<file path="src/rtl/svt_pkg.sv">
// types and codes shared by the scoped variable table
// no dependencies
package svt_pkg;

  // entries per table
  localparam int MAX_VARS = 64;

  localparam logic [3:0] OP_ALLOC = 4'd0;
  localparam logic [3:0] OP_FIND_SCALAR = 4'd1;
  localparam logic [3:0] OP_FIND_ARRAY = 4'd2;
  localparam logic [3:0] OP_SET = 4'd3;
  localparam logic [3:0] OP_PUSH = 4'd4;
  localparam logic [3:0] OP_POP = 4'd5;
  localparam logic [3:0] OP_MARK_GLOBAL = 4'd6;
  localparam logic [3:0] OP_POP_GLOBAL = 4'd7;
  localparam logic [3:0] OP_CLEAR = 4'd8;
  localparam logic [3:0] OP_READ_FIRST = 4'd9;

  localparam logic [2:0] K_UNKNOWN = 3'd0;
  localparam logic [2:0] K_LONG = 3'd1;
  localparam logic [2:0] K_OBJ = 3'd2;
  localparam logic [2:0] K_REF = 3'd3;
  localparam logic [2:0] K_ARRAY = 3'd4;

  localparam logic [2:0] ST_OK = 3'd0;
  localparam logic [2:0] ST_FULL = 3'd1;
  localparam logic [2:0] ST_NOTFOUND = 3'd2;
  localparam logic [2:0] ST_FRAMESFULL = 3'd3;
  localparam logic [2:0] ST_NOFRAME = 3'd4;
  localparam logic [2:0] ST_ISREF = 3'd5;
  localparam logic [2:0] ST_EMPTY = 3'd6;

  localparam logic [1:0] VK_LONG = 2'd0;
  localparam logic [1:0] VK_OBJ = 2'd1;
  localparam logic [1:0] VK_COPY = 2'd2;
  localparam logic [1:0] VK_REF = 2'd3;

  typedef struct packed {
    logic [3:0]  opcode;
    logic        is_global;
    logic        is_array;
    logic [15:0] var_id;
    logic [5:0]  slot;
    logic [1:0]  value_kind;
    logic [31:0] data_value;
  } req_t;

  typedef struct packed {
    logic [2:0]  status;
    logic        found_global;
    logic [5:0]  found_slot;
    logic [2:0]  entry_kind;
    logic [31:0] entry_value;
  } rsp_t;

  // controller to datapath commands
  typedef struct packed {
    logic take;        // latch the request, start
    logic scan_start;  // begin a lookup scan
    logic scan_step;   // advance scan one entry
    logic rd_issue;    // read entry at datapath read address
    logic exec;        // perform the final update
    logic deref;       // follow reference in read data
    logic rsp_load;    // load response register
  } cmd_t;

  // datapath to controller status
  typedef struct packed {
    logic scan_done;   // scan finished
    logic scan_hit;    // scan found a match
    logic is_copy;     // request is a copy set
    logic need_scan;   // request needs a lookup
    logic need_read;   // request needs an entry read
  } stat_t;

endpackage

</file>
<file path="src/rtl/svt_ctrl.sv">
// sequencing state machine of the variable table
// depends on svt_pkg
module svt_ctrl (
  input  logic            clk,
  input  logic            rst,
  input  logic            in_valid,
  output logic            in_ready,
  output logic            out_valid,
  input  logic            out_ready,
  input  svt_pkg::stat_t  stat,
  output svt_pkg::cmd_t   cmd
);

  localparam logic [2:0] S_IDLE = 3'd0;
  localparam logic [2:0] S_DECIDE = 3'd1;
  localparam logic [2:0] S_SCAN = 3'd2;
  localparam logic [2:0] S_DEREF = 3'd3;
  localparam logic [2:0] S_READ = 3'd4;
  localparam logic [2:0] S_EXEC = 3'd5;
  localparam logic [2:0] S_WAIT = 3'd6;

  logic [2:0] state, state_next;
  logic       rsp_full;

  assign in_ready = (state == S_IDLE);
  assign out_valid = rsp_full;

  // next state and commands
  always_comb begin
    state_next = state;
    cmd = '0;
    case (state)
      S_IDLE: begin
        if (in_valid) begin
          cmd.take = 1'b1;
          state_next = S_DECIDE;
        end
      end
      S_DECIDE: begin
        if (stat.need_scan) begin
          cmd.scan_start = 1'b1;
          state_next = S_SCAN;
        end else if (stat.need_read) begin
          cmd.rd_issue = 1'b1;
          state_next = S_READ;
        end else begin
          state_next = S_EXEC;
        end
      end
      S_SCAN: begin
        if (stat.scan_done) begin
          if (stat.is_copy && stat.scan_hit) begin
            cmd.rd_issue = 1'b1;
            state_next = S_DEREF;
          end else begin
            cmd.rd_issue = stat.is_copy;
            state_next = stat.is_copy ? S_READ : S_EXEC;
          end
        end else begin
          cmd.scan_step = 1'b1;
        end
      end
      S_DEREF: begin
        cmd.deref = 1'b1;
        cmd.rd_issue = 1'b1;
        state_next = S_READ;
      end
      S_READ: begin
        state_next = S_EXEC;
      end
      // finish only once the response register is free or being taken
      S_EXEC: begin
        if (!rsp_full || out_ready) begin
          cmd.exec = 1'b1;
          cmd.rsp_load = 1'b1;
          state_next = S_WAIT;
        end
      end
      S_WAIT: begin
        state_next = S_IDLE;
      end
      default: state_next = S_IDLE;
    endcase
  end

  // state and response flag
  always_ff @(posedge clk) begin
    if (rst) begin
      state <= S_IDLE;
      rsp_full <= 1'b0;
    end else begin
      state <= state_next;
      if (cmd.rsp_load) rsp_full <= 1'b1;
      else if (out_ready) rsp_full <= 1'b0;
    end
  end

endmodule

</file>
<file path="config.mk">
export PLATFORM = sky130hd
export DESIGN_NAME = svt_ctrl
export DESIGN_NICKNAME = d
export VERILOG_FILES = /design/src/rtl/svt_pkg.sv /design/src/rtl/svt_ctrl.sv
export SDC_FILE = /design/constraint.sdc
export NUM_CORES = 1
export LEC_CHECK = 0
export BUFFER_PORTS_ARGS = -buffer_cell sky130_fd_sc_hd__buf_2
export CAP_MARGIN = 20
export CORE_AREA = 2 2 39 41
export DETAILED_ROUTE_END_ITERATION = 8
export DIE_AREA = 0 0 41 43
export PLACE_DENSITY_LB_ADDON = 0.12
export SLEW_MARGIN = 10
export SYNTH_ARGS = -nofsm -noshare
export SYNTH_HDL_FRONTEND = slang
export SYNTH_SLANG_ARGS = --single-unit
</file>
<file path="constraint.sdc">
create_clock -name clk -period 1.4 [get_ports clk]
set_input_delay 0 -clock clk [delete_from_list [all_inputs] [get_ports clk]]
set_output_delay 0 -clock clk [all_outputs]
set_load 0.01 [all_outputs]
</file>
; After elaboration in Yosys (flattened, before gate mapping)
; Cells that the tools add are included.
[word_totals]
ff_bits = 4
out_inout_bits = 9
[op_classes]
eq_ne = 8
n_mux = 24
reduce_logical = 6
[ops]
columns = operator, n
row1 = 3-bit case mux with 6 select lines, 1
row2 = 1-bit 2-to-1 mux, 17
row3 = 3-bit 2-to-1 mux, 5
row4 = "3-bit by 2-bit == test with 1-bit output, second input constant", 2
row5 = "3-bit == test, second input constant", 2
row6 = "2-bit != test, second input constant", 3
row7 = "3-bit by 1-bit == test with 1-bit output, second input constant", 1
row8 = 3-bit zero test, 1
row9 = 1-bit case mux with 3 select lines, 1
row10 = 3-bit AND reduction, 1
row11 = 2-bit nonzero test, 1
row12 = 1-bit logical AND, 1
row13 = 1-bit zero test, 1
row14 = 1-bit logical OR, 1

; Logic depth before layout (Yosys ltp)
[logic_depth]
ltp_word = 5
mapped_depth = 5
ltp_nobuf = 3

; Worst setup path after synthesis
; OpenSTA, ideal clock, no wires.
[synth_timing]
kind = flip-flop to flip-flop
startpoint = reg state[0]
endpoint = reg state[1]
arrival_time_ns = 1.047
path_slack_ns = 0.257
stages_incl_launch_ff = 4
path_buffers = 1
period_less_slack_ns = 1.143
cell_sequence = dfxtp_1 > buf_4 > or4_1 > o41ai_2
[synth_between]
elab_chain_len = 3
[synth_lines]
columns = item, line_no
row1 = from (decl), svt_ctrl.sv:22  ; logic [2:0] state, state_next;
row2 = from (signal assigned), svt_ctrl.sv:92  ; state <= state_next;
row3 = 3-bit == test (tied with other cells), svt_ctrl.sv:32  ; case (state)
row4 = 2-bit != test (no source line), --
row5 = 3-bit AND reduction (no source line), --
; Parallel ways exist; a longest one is shown, timed or not.
; A chain may end at the register's enable or synchronous reset.

==> flow_summary.ini <==
[run_status]
status = finished, final reports clean

[cts]
clockBufferDepth = 2
clockRootBuffer = clkbuf_4
post_cts_buffers = 0
cts_sinks = 4
hold_buffers = 0
clkLatencyLatePin_ps = 240
cts-resized-gates = 0
cts_buffers = 3
htreeDepth = 1
cts_tree = done
clk_pin_slew_ps = 40

[floorplan]
initial_core_util = 0.2477
dieWidth_um = 41
dieArea_um2 = 1763
row_count = 14
die_h_um = 43
coreArea_um2 = 1384
ios = 18

[power_and_ir_drop]
leakage_uw = 0.0002016
p_per_area_nw_per_um2 = 985.4
vdd_ir_drop_max_mv = 0.4146

[global_routing]
grt_pass1_wl_um = 1462
grt_pass1_vias = 351
grt_max_degree = 9
overflow = 0
grtUsageTotal = 0.1296
antenna_found_initial = 0

[critical_path]
critical_path_class = flip-flop to output pin
endpoint_kind = output pin
crit_path_start_kind = flip-flop
critPathTopFamily = flip-flops
reg2reg_slack_ps = 140
r2r_end = state[1]$_SDFFE_PP0P_
reg2reg_from = state[0]$_SDFFE_PP0P_
max_stage_delay_ps = 450
reg2reg_depth = 3
worstPathCellList = buf_4 -> nand3_1 -> nor2b_1 -> buf_2
cp_num_buf_inv = 2
critPathMaxFanout = 8
worstPathArrival_ps = 1290
crit_required_ps = 1400
crit_slowest_cell = dfxtp_1

[finish]
drive_above_1_share = 0.4194
nets = 73
ff_latch_area_um2 = 80.08
instances_no_fill = 78
synthToLayoutAreaGrowth_pct = 32.85
fillCellCount = 157
multi_input_area_um2 = 210.2
n_antenna_cell = 0

[logic_synthesis]
synth_area_um2 = 342.8
ys_types = 24
ys_async_sr_fraction = 0
yosysTopAreaCell = dfxtp_1
synth_edf_count = 0
avgSynthCellArea_um2 = 7.973
synth_most_common_cell = a21oi_1
synthTopCellsByCount = 6 x a21oi_1, 4 x dfxtp_1, 4 x inv_1
yosysWarningCount = 0
synth_top_area_share = 0.2336
synthCells = 43
synth_nets = 52
synth-seq-cells = 4
synth_seq_area_share = 0.2336
synth_ff_type = dfxtp_1
synth_area_leaders = dfxtp_1 23%, a21oi_1 8.8%, buf_6 6.6%, o41ai_2 4.7%, nor3_1 4.4%

[sta]
setup_viol = 0
finalHoldViolCount = 0
rsz0062_at_grt = false
worstMarginPinSlew_ps = 347.0
tns_ps = 0
fin_skew_ps = 3.283
timing.final.crit_period_ps = 1295
slew_headroom = 0.7667
min_period_over_period = 0.9249
fmax_ghz = 0.7723
drv_slew = 0

[routing]
wl_um = 932
drc = 0
first_iter_violations = 13
vias = 386
via_per_inst = 4.949
drt_pass1_iterations = 4
antenna_left = 0
route.detailed.wl_per_inst_um = 11.95

[flow_run]
cap_viol_max_count = 0

[place]
portBuffers = 17
dp_hpwl_um = 736.4
gp_congestion = 0.6905
dpl.cell_count = 75

[min_path]
hold_end = out_valid$_SDFFE_PP0P_
hold_depth = 2
hp-class = input pin to flip-flop
min-delay-start = rst
cell usage in the layout, fill, tap and decap left out, drive strengths merged, types with 2 or more instances in the layout:
| master | netlist | layout |
|---|---|---|
| inv | 4 | 4 |
| buf | 4 | 20 |
| nor3 | 3 | 3 |
| clkbuf | 0 | 3 |
| a21oi | 6 | 6 |
| nor4 | 3 | 3 |
| nand2b | 2 | 2 |
| dfxtp | 4 | 4 |
| nand3b | 2 | 2 |
| nor2 | 2 | 2 |
logic make-up (layout without fill, tap and decap cells):
family | Yosys count | count (layout) | share of synthesized area
DFF | 4 | 4 | 0.2336
AOI/OAI and AO/OA | 14 | 14 | 0.3103
and+or+nand+nor | 17 | 17 | 0.3029
buffers and inverters | 8 | 27 | 0.1533
where the power goes:
part	internal [µW]	switching [µW]
logic	73.5	81.6
registers	125	19.0
clock network	96.3	53.1
total	295	154
cell type report:
| type | instances | share of cell area |
|---|---|---|
| multi-input combinational | 31 | 0.4615 |
| clock buffer | 3 | 0.04945 |
| tap | 16 | 0.04396 |
| inverter | 4 | 0.03297 |
| timing repair buffer | 20 | 0.2363 |
| sequential | 4 | 0.1758 |
routing by layer:
layer / vias to the layer above / global-route usage / routed length (µm)
met3: 0 / 0.04712 / 77
li1: 200 / - / -
met1: 172 / 0.1613 / 426
met4: 0 / 0.1000 / 0
met2: 14 / 0.1719 / 428
met5: - / 0 / 0
per-stage QoR:
step / util / power [µW] / hold slack [ps] / worst slack [ps] / cell area (µm²)
after floorplan: - / 253.2 / 50.69 / 257.0 / 342.8
after global placement: 0.3128 / 304.6 / 252.6 / 174.5 / 432.9
after detailed placement: 0.3128 / 301.6 / 255.0 / 139.7 / 432.9
after CTS: 0.3291 / 452.9 / 3.634 / 88.30 / 455.4
after global routing: 0.3291 / 481.0 / 7.473 / 0.2558 / 455.4
final: 0.3291 / 448.8 / 9.472 / 105.1 / 455.4
registers in the layout, indices dropped and copies added, names as in the netlist:
signal,count
out_valid,1
state,3
how the worst max path moves through the flow:
stage,startpoint,to,depth (start not counted)
floorplan,state[0]$_SDFFE_PP0P_,state[1]$_SDFFE_PP0P_,3
global placement,state[0]$_SDFFE_PP0P_,state[1]$_SDFFE_PP0P_,3
CTS,state[0]$_SDFFE_PP0P_,cmd[2],4
finish,state[0]$_SDFFE_PP0P_,cmd[2],4
detailed placement,state[0]$_SDFFE_PP0P_,state[1]$_SDFFE_PP0P_,3
global route,state[2]$_SDFFE_PP0P_,cmd[2],4
(Power assumes the default switching activity.)
